==> src/hdl/rv32_ex_pkg.sv <==
// Package for the RV32I execute stage: payload structs, command classes, constants.
// No dependencies.
package rv32_ex_pkg;
    localparam int MEM_BYTES_DEF = 65536;

    localparam logic [3:0] CMD_REG_ALU = 4'd0;
    localparam logic [3:0] CMD_IMM_ALU = 4'd1;
    localparam logic [3:0] CMD_LOAD    = 4'd2;
    localparam logic [3:0] CMD_JALR    = 4'd3;
    localparam logic [3:0] CMD_STORE   = 4'd4;
    localparam logic [3:0] CMD_BRANCH  = 4'd5;
    localparam logic [3:0] CMD_LUI     = 4'd6;
    localparam logic [3:0] CMD_AUIPC   = 4'd7;
    localparam logic [3:0] CMD_JAL     = 4'd8;

    localparam logic [2:0] F3_ADD  = 3'd0;
    localparam logic [2:0] F3_SLL  = 3'd1;
    localparam logic [2:0] F3_SLT  = 3'd2;
    localparam logic [2:0] F3_SLTU = 3'd3;
    localparam logic [2:0] F3_XOR  = 3'd4;
    localparam logic [2:0] F3_SR   = 3'd5;
    localparam logic [2:0] F3_OR   = 3'd6;
    localparam logic [2:0] F3_AND  = 3'd7;

    localparam logic [2:0] F3_BYTE  = 3'd0;
    localparam logic [2:0] F3_HALF  = 3'd1;
    localparam logic [2:0] F3_WORD  = 3'd2;
    localparam logic [2:0] F3_BYTEU = 3'd4;
    localparam logic [2:0] F3_HALFU = 3'd5;

    localparam logic [2:0] F3_BEQ  = 3'd0;
    localparam logic [2:0] F3_BNE  = 3'd1;
    localparam logic [2:0] F3_BLT  = 3'd4;
    localparam logic [2:0] F3_BGE  = 3'd5;
    localparam logic [2:0] F3_BLTU = 3'd6;
    localparam logic [2:0] F3_BGEU = 3'd7;

    typedef struct packed {
        logic [3:0]  cmd;
        logic [2:0]  func3;
        logic        alt_op;
        logic [4:0]  dest_reg;
        logic [4:0]  src1_reg;
        logic [4:0]  src2_reg;
        logic signed [31:0] imm_value;
        logic        compressed;
    } in_item_t;

    typedef struct packed {
        logic [31:0] next_pc;
        logic        reg_written;
        logic [4:0]  write_index;
        logic [31:0] write_value;
        logic        branch_taken;
    } out_item_t;

    // classified instruction handed from front to back
    typedef struct packed {
        in_item_t    item;
        logic        is_load;
        logic        is_store;
        logic        wr_rd;
    } dec_item_t;
endpackage

==> src/hdl/rv32_ex_front.sv <==
// Front end: accepts instruction beats, classifies them, feeds a two-entry queue.
// Depends on rv32_ex_pkg.
module rv32_ex_front
    import rv32_ex_pkg::*;
(
    input  logic      clk,
    input  logic      rst_n,
    input  logic      in_valid,
    output logic      in_ready,
    input  in_item_t  in_data,
    output logic      q_valid,
    input  logic      q_ready,
    output dec_item_t q_data
);
    dec_item_t  ent_reg [2];
    logic       rd_ptr_reg;
    logic       wr_ptr_reg;
    logic [1:0] cnt_reg;
    dec_item_t  dec;
    logic       push;
    logic       pop;

    always_comb
    begin
        dec.item     = in_data;
        dec.is_load  = (in_data.cmd == CMD_LOAD);
        dec.is_store = (in_data.cmd == CMD_STORE);
        case (in_data.cmd)
            CMD_REG_ALU, CMD_IMM_ALU, CMD_JALR, CMD_LUI, CMD_AUIPC, CMD_JAL:
                dec.wr_rd = 1'b1;
            CMD_LOAD:
                dec.wr_rd = (in_data.func3 == F3_BYTE) || (in_data.func3 == F3_HALF)
                         || (in_data.func3 == F3_WORD) || (in_data.func3 == F3_BYTEU)
                         || (in_data.func3 == F3_HALFU);
            default:
                dec.wr_rd = 1'b0;
        endcase
        if (in_data.dest_reg == 5'd0)
        begin
            dec.wr_rd = 1'b0;
        end
    end

    assign in_ready = (cnt_reg != 2'd2);
    assign q_valid  = (cnt_reg != 2'd0);
    assign q_data   = ent_reg[rd_ptr_reg];
    assign push     = in_valid && in_ready;
    assign pop      = q_valid && q_ready;

    always_ff @(posedge clk)
    begin
        if (push)
        begin
            ent_reg[wr_ptr_reg] <= dec;
        end
    end

    always_ff @(posedge clk or negedge rst_n)
    begin
        if (!rst_n)
        begin
            rd_ptr_reg <= 1'b0;
            wr_ptr_reg <= 1'b0;
            cnt_reg    <= 2'd0;
        end
        else
        begin
            if (push)
            begin
                wr_ptr_reg <= ~wr_ptr_reg;
            end
            if (pop)
            begin
                rd_ptr_reg <= ~rd_ptr_reg;
            end
            cnt_reg <= cnt_reg + {1'b0, push} - {1'b0, pop};
        end
    end
endmodule

==> config.mk <==
export PLATFORM = sky130hd
export DESIGN_NAME = rv32_ex_front
export DESIGN_NICKNAME = d
export VERILOG_FILES = /design/src/hdl/rv32_ex_pkg.sv /design/src/hdl/rv32_ex_front.sv
export SDC_FILE = /design/constraint.sdc
export NUM_CORES = 1
export LEC_CHECK = 0
export ABC_AREA = 1
export BUFFER_PORTS_ARGS = -buffer_cell sky130_fd_sc_hd__buf_2
export CORE_UTILIZATION = 45
export CTS_CLUSTER_SIZE = 25
export DETAILED_ROUTE_END_ITERATION = 16
export PLACE_DENSITY_LB_ADDON = 0.15
export REMOVE_ABC_BUFFERS = 1
export SYNTH_ARGS = -nofsm -noshare
export SYNTH_HDL_FRONTEND = slang
export SYNTH_SLANG_ARGS = --single-unit
==> constraint.sdc <==
create_clock -name clk -period 4.15 [get_ports clk]
set_input_delay 0.415 -clock clk [delete_from_list [all_inputs] [get_ports clk]]
set_output_delay 0.415 -clock clk [all_outputs]
set_load 0.1 [all_outputs]
Word level (Yosys, flattened, before mapping)
Memories as Yosys holds them, arrays and structs flattened.
Index checks and enable logic that the tools add are counted.
- RAM bits: 118
- word-level logic and storage cells: 35
- memories: 1
- latch bits: 0
- bits of input ports: 60
- register bits after elaboration: 4
- output and inout bits: 61
- memory bits (read-only): 0
- muxes and demuxes: 4
- reduce and logical (&&, ||, !) cells: 11
- magnitude comparators: 0
- bitwise logic cells: 2
- add/sub/neg operators: 2
- multiply operators: 0
- eq/ne operators: 12
- shifts and indexed selects: 0
- divide/modulo/power cells: 0
- memories (memory ; words ; width ; rd ports ; clocked after memory_dff ; write ports ; line ; RTL):
    ent_reg ; 2 ; 59 ; 1 ; 0 ; 1 ; rv32_ex_front.sv:15 ; dec_item_t ent_reg [2];
- operator list (cell ; number):
    equality test 4 x 3 -> 1 bit (second input constant) ; 3
    equality test 4 x 2 -> 1 bit (second input constant) ; 2
    equality test 3 bit (second input constant) ; 2
    OR reduction 6 bit ; 1
    logical NOT 5 bit ; 1
    equality test 4 x 1 -> 1 bit (second input constant) ; 1
    equality test 4 bit (second input constant) ; 1
    logical NOT 4 bit ; 1
    logical OR 1 bit ; 4
    equality test 3 x 1 -> 1 bit (second input constant) ; 1
    equality test 3 x 2 -> 1 bit (second input constant) ; 1
    logical NOT 3 bit ; 1
    two-way mux 1 bit ; 3
    adder 2 x 1 -> 2 bit ; 1
    logical AND 1 bit ; 2
    inequality test 2 bit (second input constant) ; 1
    NOT 1 bit ; 2
    one-hot mux 1 bit (2 select lines) ; 1
    nonzero test 2 bit ; 1
    subtractor 2 x 1 -> 2 bit ; 1

Depth between registers and ports, before layout
Gate-level depths: netlist (run 1).
- depth after elaboration: 7
- gate-level depth with buffers: 7
- mapped depth without buffers: 7

Worst setup path before layout (run 1)
No wires, ideal clock.
- path kind: register to register
- start: reg cnt_reg[1]
- end: mem ent_reg[1][0] (netlist name) (enable)
- slack: -0.159 ns
- data required time: 3.672 ns
- path buffers: 0
- stages on the path, launching flop included: 4
- period minus slack after synthesis: 4.309 ns
- library setup time: 0.478 ns
- arrival time: 3.831 ns
- cells stage by stage: dfrtp_1 > nand2_1 > nand2_1 > nor2_1
- cells in the longest elaborated chain, start to end: 4
- RTL lines (item ; line ; RTL):
    start, declared ; rv32_ex_front.sv:18 ; logic [1:0] cnt_reg;
    start signal, assigned ; rv32_ex_front.sv:76 ; cnt_reg <= cnt_reg + {1'b0, push} - {1'b0, pop};
    inequality test 2 bit ; rv32_ex_front.sv:44 ; assign in_ready = (cnt_reg != 2'd2);
    named net in_ready ; rv32_ex_front.sv:9 ; output logic in_ready,
    logical AND 1 bit ; rv32_ex_front.sv:47 ; assign push = in_valid && in_ready;
    two-way mux 1 bit ; rv32_ex_front.sv:52 ; if (push)
    two-way mux 1 bit (implied by the code) ; rv32_ex_front.sv:54 ; ent_reg[wr_ptr_reg] <= dec;
    end, declared ; rv32_ex_front.sv:15 ;
The timed path passes the listed nets, and every way through them passes these cells.

==> reports/metrics.yaml, run 1 <==
cts-root-buf: "clkbuf_8"
initialDrtViolationCount: 103
report.final.slew_viol_count: 0
cp_slowest_stage_delay_ns: 0.54
max_freq_ghz: 0.397
rows: 36
io-pin-count: 121
ctsLongestPathBuffers: 2
grt_use_total_pct: 17.1
die_h_um: 103
grt_max_degree: 61
drive_above_1_share_pct: 31.1
cap_violations: 0
clk_pin_slew_ns: 0.05
max_slew.worst_pin.slew_ns: 0.931
crit_path_top_delay_cell: "buf_4"
finalClockSkew_ns: 0.00415
final_hold_viol_count: 0
postSynthAreaPerCell_um2: 13.2
initial_core_util_pct: 46.8
rsz0062_at_grt: "no"
crit_fanout: 59
postRouteWirelength_um: 8620
setup_viol: 0
cts_resized: 0
cts_sinks: 122
crit_chain: "buf_4 -> nand2_1 -> nand2_1 -> buf_2"
layout_commonest_cell: "nand2_1"
period_minus_slack_ns: 2.52
ys_warn_count: 0
finalInstanceArea_um2: 5810
crit_top_cell: "nand2_1"
post-route-period-util_pct: 60.8
final_util_pct: 58.9
syn_inst: 350
worst_setup_path_end_kind: "output port"
antenna_cells: 0
post-dp-hpwl_um: 5390
cts_inserted_buffers: 17
timing.final.ws_setup_ns: 1.63
clk_latency_ns: 0.49
worstHoldPathType: "primary input to flop"
area_delta_synth_final_pct: 25.8
ys_types: 19
critical_path_arrival_ns: 2.11
largest_reg_flops: 118
synth-seq-cells: 122
cts_setup_buffers: 0
vias: 2889
wl_per_cell_um: 13.8
max_slew_margin_pct: 37.8
dp_slack_ns: 1.97
cts_tree: "done"
finalWeightedCongestion: 0.677
postRouteAntennaNets: 0
netlist_area_um2: 4620
path_delay_family: "buffers and inverters"
grt_pass1_vias: 2669
die_w_um: 103
dr.pass1.iters: 4
n_fill_cell: 810
htree_num_levels: 4
place_area_um2: 5340
die_area_um2: 10700
drc_errors: 0
path_class: "flop to output port"
vias_per_cell: 4.62
crit_path_start_kind: "flop"
layout_common_cells: "nand2_1, buf_2, edfxtp_1"
cp_num_buf_inv: 2
grt_pass1_wl_um: 12800
overflow: 0
port-buffer-count: 120
required_ns: 3.73
core_um2: 9860
antenna_found_initial: 1
yosysSeqAreaShare_pct: 78.9
nets: 544
outcome: "completed"
[stage by stage]
step                instances  setup TNS [ns]  hold slack [ns]
floorplan                 337          -16.93            0.119
global placement          595               0            0.225
detailed placement        595               0            0.226
CTS                       625               0           0.0751
global route              625               0           0.0719
finish                    625               0            0.107
[cells in the mapped netlist]
cell	number	area share (%)
buf_2	4	0.43
inv_1	8	0.65
edfxtp_1	118	77
ha_1	2	0.54
xnor2_1	2	0.38
a21oi_1	2	0.22
buf_6	4	0.98
nand2_1	187	15
dfrtp_1	4	2.2
xor2_2	1	0.35
nor2_2	1	0.14
buf_4	5	0.81
o21ai_0	1	0.11
nor3_1	1	0.11
nand2_4	1	0.24
inv_4	1	0.14
nor2_1	6	0.49
or2_4	1	0.19
nand3_1	1	0.11
[repair_timing]
action | 4_1_cts | 5_1_grt
hold buffers | 1 | 0
setup endpoints to repair | 0 | 0
hold endpoints to repair | 4 | 0
[worst paths after layout]
kind                                   startpoint                        to  slack, ns  cells after the start
setup / recovery           rd_ptr_reg$_DFFE_PN0P_                q_data[16]       1.63                      4
hold / removal                        in_data[37]  ent_reg[1][40]$_DFFE_PP_       0.11                      1
setup reg to reg             cnt_reg[1]$_DFF_PN0_  ent_reg[0][32]$_DFFE_PP_       2.03                      4
hold reg to reg              cnt_reg[0]$_DFF_PN0_      cnt_reg[0]$_DFF_PN0_       0.56                      1
max in group asynchronous                   rst_n    rd_ptr_reg$_DFFE_PN0P_       3.77                      2
min in group asynchronous                   rst_n      cnt_reg[1]$_DFF_PN0_       0.25                      2
[layout make-up]
class | count | area (µm²) | share of cell area (%)
Inverter | 9 | 36.3 | 0.625
Tap cell | 133 | 166 | 2.87
Timing Repair Buffer | 126 | 648 | 11.2
Multi-Input combinational cell | 206 | 850 | 14.6
Sequential cell | 122 | 3640 | 62.8
Clock inverter | 7 | 30.0 | 0.517
Clock buffer | 22 | 433 | 7.45
[layer usage]
metal | vias to the layer above | part of all wire (%) | global-route usage, % | routed length, µm
li1 | 1435 | - | - | -
met1 | 1343 | 45 | 21.1 | 3910
met2 | 101 | 47 | 26.5 | 4020
met3 | 8 | 6.9 | 7.80 | 597
met4 | 2 | 0.94 | 6.83 | 81
met5 | - | 0.15 | 0 | 13
[worst reg2reg max path, cell delays in order, from the launching register on]
cell     delay (ns)
dfrtp_1        0.40
nand2_1        0.11
nand2_1        0.16
nor2_4         0.74
buf_4          0.40
[cells by family (layout without fill, tap and decap cells)]
logic type / count (synthesis) / after routing / share of synthesized area, %
xor+xnor: 3 / 3 / 0.732
simple gates: 198 / 198 / 16.5
compound gates: 3 / 3 / 0.325
flops: 122 / 122 / 78.9
fa+ha+maj: 2 / 2 / 0.542
buf+inv: 22 / 164 / 3.01
Power of run 1 is not shown: default switching activity piles up to over one toggle a cycle in this logic, so the estimate is an artifact.
==> run 2: changes to the inputs <==
Settings changed: ABC_AREA 1 to 0.
Clock period 4.15 ns to 2.2 ns, I/O delays scaled along.
==> run 2 against run 1 <==
  * Largest cell class unchanged
  * Sequential share of layout area shrank 6.5 points
  * Global-route usage shrank 0.72 points
  * Die area shrank 1.7%
==> reports/metrics.yaml, run 2 <==
report.final.slew_viol_count: 0
area_delta_synth_final_pct: 42.8
worstHoldPathType: "primary input to async pin"
netlist.area_leader.share_pct: 78.1
async_flop_share_pct: 3.28
outcome: "completed"
wl_per_cell_um: 14.9
die_area_um2: 10500
htree_num_levels: 4
initial_core_util_pct: 46.4
post-route-period-util_pct: 94.2
synth_most_common_cell: "edfxtp_1"
grt_pass1_wl_um: 12100
n_fill_cell: 716
cap_violations: 0
cts_sinks: 122
seq_area_um2: 3640
drive_above_1_share_pct: 51.7
setup_viol: 0
cts_inserted_buffers: 17
largest_reg_flops: 118
rows: 36
cts_setup_buffers: 0
crit_path_start_kind: "flop"
yosysTopAreaCell: "edfxtp_1"
syn_inst: 212
vias: 2601
antenna_cells: 0
layout_common_cells: "buf_2, edfxtp_1, mux2_2"
postCtsHoldBufs: 57
max_freq_ghz: 0.483
rsz0062_at_grt: "no"
grt_pass1_vias: 2586
io-pin-count: 121
overflow: 0
drc_errors: 0
layout_commonest_cell: "buf_2"
ys.flop_type: "edfxtp_1"
yosysSeqAreaShare_pct: 80.3
ys_warn_count: 0
cp_slowest_stage_delay_ns: 0.38
antenna_found_initial: 0
worst_setup_path_end_kind: "output port"
postRouteWirelength_um: 8250
hold_slack_ns: 0.0444
path_class: "flop to output port"
ctsLongestPathBuffers: 2
initialDrtViolationCount: 55
clk_latency_ns: 0.50
timing.final.ws_setup_ns: 0.129
multi_input_area_um2: 826
synth_edf_count: 118
dp_slack_ns: 0.489
cts_resized: 0
max_slew_margin_pct: 66.4
synthTopCellsByArea: "edfxtp_1, mux2_2, dfrtp_1"
synth-seq-cells: 122
finalWeightedCongestion: 0.691
netlist_area_um2: 4540
max_slew.worst_pin.slew_ns: 0.508
finalClockSkew_ns: 0.00702
core_um2: 9770
required_ns: 1.98
postSynthAreaPerCell_um2: 21.4
crit_path_top_delay_cell: "dfrtp_2"
crit_chain: "buf_4 -> mux2_2 -> buf_2"
grt_use_total_pct: 16.4
critical_path_arrival_ns: 1.85
port-buffer-count: 120
post-dp-hpwl_um: 4850
crit_fanout: 21
cts_tree: "done"
nets: 469
ys_types: 19
postRouteAntennaNets: 0
clk_pin_slew_ns: 0.06
grt_max_degree: 40
final_hold_viol_count: 0
synth_common_cells: "edfxtp_1, mux2_2, buf_6"
period_minus_slack_ns: 2.07
cts-root-buf: "clkbuf_8"
vias_per_cell: 4.70
die_w_um: 102
die_h_um: 102
dr.pass1.iters: 4
==> run 2: worst max-delay path: cells and delay by family, from the launching register on <==
family,cells,cell delay [ns]
muxes,1,0.38
buffers and inverters,2,0.58
DFF,1,0.38
==> run 2: logic make-up (layout without fill, tap and decap cells) <==
| group | count (synthesis) | count (layout) | share of synthesized area [%] |
|---|---|---|---|
| buf+inv | 8 | 216 | 1.68 |
| flops | 122 | 122 | 80.3 |
| mux | 59 | 59 | 14.6 |
| compound gates | 1 | 1 | 0.110 |
| fa+ha+maj | 2 | 2 | 0.551 |
| xor+xnor | 4 | 4 | 0.772 |
| simple gates | 16 | 16 | 1.93 |
==> run 2: metal layers <==
metal  vias to the layer above  wire length (µm)  global-route usage, %  share of wire [%]
li1                       1229                 -                      -                  -
met1                      1286              3470                   19.0                 42
met2                        76              4260                   27.5                 52
met3                        10               370                   5.06                4.5
met4                         0               144                   8.57                1.7
met5                         -                 0                      0                  0
==> run 2: layout make-up <==
cell class / count / area share [%]
multi-input cells: 82 / 12.7
flip-flops and latches: 122 / 56.2
repair buffers: 183 / 19.2
well taps: 133 / 2.57
inverters: 1 / 0.0579
clock inverters: 13 / 2.72
clock buffers: 19 / 6.51
==> run 2: worst paths after layout <==
kind / slack (ns) / cells after the start / to / startpoint
worst max register to register: 0.49 / 7 / cnt_reg[1]$_DFF_PN0_ / cnt_reg[1]$_DFF_PN0_
worst min register to register: 0.49 / 1 / cnt_reg[1]$_DFF_PN0_ / cnt_reg[1]$_DFF_PN0_
worst max-delay path: 0.13 / 3 / q_data[12] / rd_ptr_reg$_DFFE_PN0P_
min in group clk: 0.05 / 3 / rd_ptr_reg$_DFFE_PN0P_ / q_ready
max in group asynchronous: 2.02 / 2 / rd_ptr_reg$_DFFE_PN0P_ / rst_n
worst min-delay path: 0.04 / 2 / wr_ptr_reg$_DFFE_PN0P_ / rst_n
==> run 2: stage by stage <==
| step | util [%] | instances | instance area [µm²] | TNS (ns) |
|---|---|---|---|---|
| after global routing | 66.3 | 553 | 6480 | 0 |
| after global placement | 54.3 | 464 | 5310 | 0 |
| final | 66.3 | 553 | 6480 | 0 |
| after floorplan | - | 205 | 4460 | -199.50 |
| after CTS | 66.3 | 553 | 6480 | 0 |
| after detailed placement | 54.3 | 464 | 5310 | 0 |
Power of run 2 is left out for the same reason.
==> run 3: changes to the inputs <==
Settings changed: CTS_BUF_LIST from default to sky130_fd_sc_hd__clkbuf_8.
==> run 3 against run 2 <==
  * Critical path depth unchanged
  * Register-to-register slack is essentially flat
  * Die area stayed put
  * Setup slack improved by 0.093 ns
  * Wire length shrank 1.9%
  * Worst hold slack got worse by 0.0019 ns
  * Count of clock-buffer cells in the layout decreased by 2
  * Clock skew is 0.00084 ns lower
  * Sequential cell count stayed put
  * Final cell count decreased by 0.72%
  * Critical endpoint unchanged
  * Largest cell class unchanged
==> reports/metrics.yaml, run 3 (synthesis results as in run 2) <==
htree_num_levels: 4
grt_use_total_pct: 16.0
cts_resized: 0
postRouteAntennaNets: 0
clk_pin_slew_ns: 0.06
critical_path_arrival_ns: 1.76
initial_core_util_pct: 46.4
postRouteWirelength_um: 8090
largest_reg_flops: 118
required_ns: 1.98
cts_setup_buffers: 0
cp_num_buf_inv: 2
nets: 465
crit_path_top_delay_cell: "dfrtp_2"
post-dp-hpwl_um: 4850
overflow: 0
max_slew.worst_pin.slew_ns: 0.508
worstRegToRegCells: 7
crit_fanout: 21
area_delta_synth_final_pct: 38.0
rr_endpoint: "cnt_reg[1]$_DFF_PN0_"
cts_tree: "done"
dp_slack_ns: 0.489
die_h_um: 102
n_fill_cell: 738
dr.pass1.iters: 4
layout_common_cells: "buf_2, edfxtp_1, mux2_2"
crit_chain: "buf_4 -> mux2_2 -> buf_2"
finalClockSkew_ns: 0.00618
worst_setup_path_end_kind: "output port"
hold_slack_ns: 0.0424
initialDrtViolationCount: 30
timing.final.ws_setup_ns: 0.222
period_minus_slack_ns: 1.98
wl_per_cell_um: 14.7
antenna_cells: 0
layout_commonest_cell: "buf_2"
hp-start: "in_data[53]"
grt_pass1_vias: 2571
hold_end: "ent_reg[1][56]$_DFFE_PP_"
drive_above_1_share_pct: 52.2
max_slew_margin_pct: 66.4
cts_sinks: 122
vias_per_cell: 4.68
antenna_found_initial: 0
crit_path_start_kind: "flop"
min_path_cells: 1
cts-root-buf: "clkbuf_8"
grt_pass1_wl_um: 11900
ctsLongestPathBuffers: 2
path_delay_family: "buffers and inverters"
report.final.slew_viol_count: 0
cp_slowest_stage_delay_ns: 0.38
outcome: "completed"
max_freq_ghz: 0.506
path_class: "flop to output port"
cts_inserted_buffers: 17
rsz0062_at_grt: "no"
finalWeightedCongestion: 0.691
grt_max_degree: 40
r2r-start: "cnt_reg[1]$_DFF_PN0_"
clk_latency_ns: 0.41
io-pin-count: 121
die_area_um2: 10500
die_w_um: 102
worstHoldPathType: "primary input to flop"
multi_input_area_um2: 826
post-route-period-util_pct: 89.9
rows: 36
final_hold_viol_count: 0
cap_violations: 0
setup_viol: 0
vias: 2571
port-buffer-count: 120
drc_errors: 0
reg2reg_slack_ns: 0.49
core_um2: 9770
seq_area_um2: 3640
==> run 3: cell count changes in the layout (fill, tap and decap cells not counted) <==
cell and delta:
dlygate4sd3_1 -4, clkbuf_8 +16, clkbuf_16 -16, inv_1 +2
clkbuf_1 -2
==> run 3: per-layer routing <==
layer | share of wire [%] | vias up | GRT usage (%)
met5 | 0 | - | 0
met3 | 5.3 | 11 | 6.43
met2 | 51 | 74 | 26.7
li1 | - | 1220 | -
met1 | 42 | 1266 | 18.3
met4 | 1.4 | 0 | 6.70
==> run 3: cell type report <==
cell class | count | share of cell area [%]
flip-flops and latches | 122 | 58.2
repair buffers | 179 | 19.2
multi-input cells | 82 | 13.2
clock buffers | 17 | 3.74
clock inverters | 15 | 2.94
well taps | 133 | 2.66
inverters | 1 | 0.0600
==> run 3: worst max-delay path by stage <==
stage	slack, ns	startpoint	depth (start not counted)	end
after CTS	0.17	rd_ptr_reg$_DFFE_PN0P_	3	q_data[8]
after detailed placement	0.49	cnt_reg[1]$_DFF_PN0_	7	cnt_reg[1]$_DFF_PN0_
after global placement	0.57	cnt_reg[1]$_DFF_PN0_	7	cnt_reg[1]$_DFF_PN0_
after floorplan	-2.19	cnt_reg[0]$_DFF_PN0_	3	ent_reg[0][0]$_DFFE_PP_
final	0.22	rd_ptr_reg$_DFFE_PN0P_	3	q_data[12]
after global routing	0.12	rd_ptr_reg$_DFFE_PN0P_	3	q_data[12]
==> run 3: stage by stage <==
stage | setup TNS [ns] | cell area [µm²] | utilization, % | instances
2_1_floorplan | -199.50 | 4460 | - | 205
3_3_place_gp | 0 | 5310 | 54.3 | 464
3_5_place_dp | 0 | 5310 | 54.3 | 464
4_1_cts | 0 | 6260 | 64.0 | 549
5_1_grt | 0 | 6260 | 64.0 | 549
6_report | 0 | 6260 | 64.0 | 549
==> run 3: what timing repair did <==
action,4_1_cts,5_1_grt
hold buffers,53,0
endpoints found under the hold margin,107,0
setup endpoints to repair,0,0
Power of run 3 is left out for the same reason.
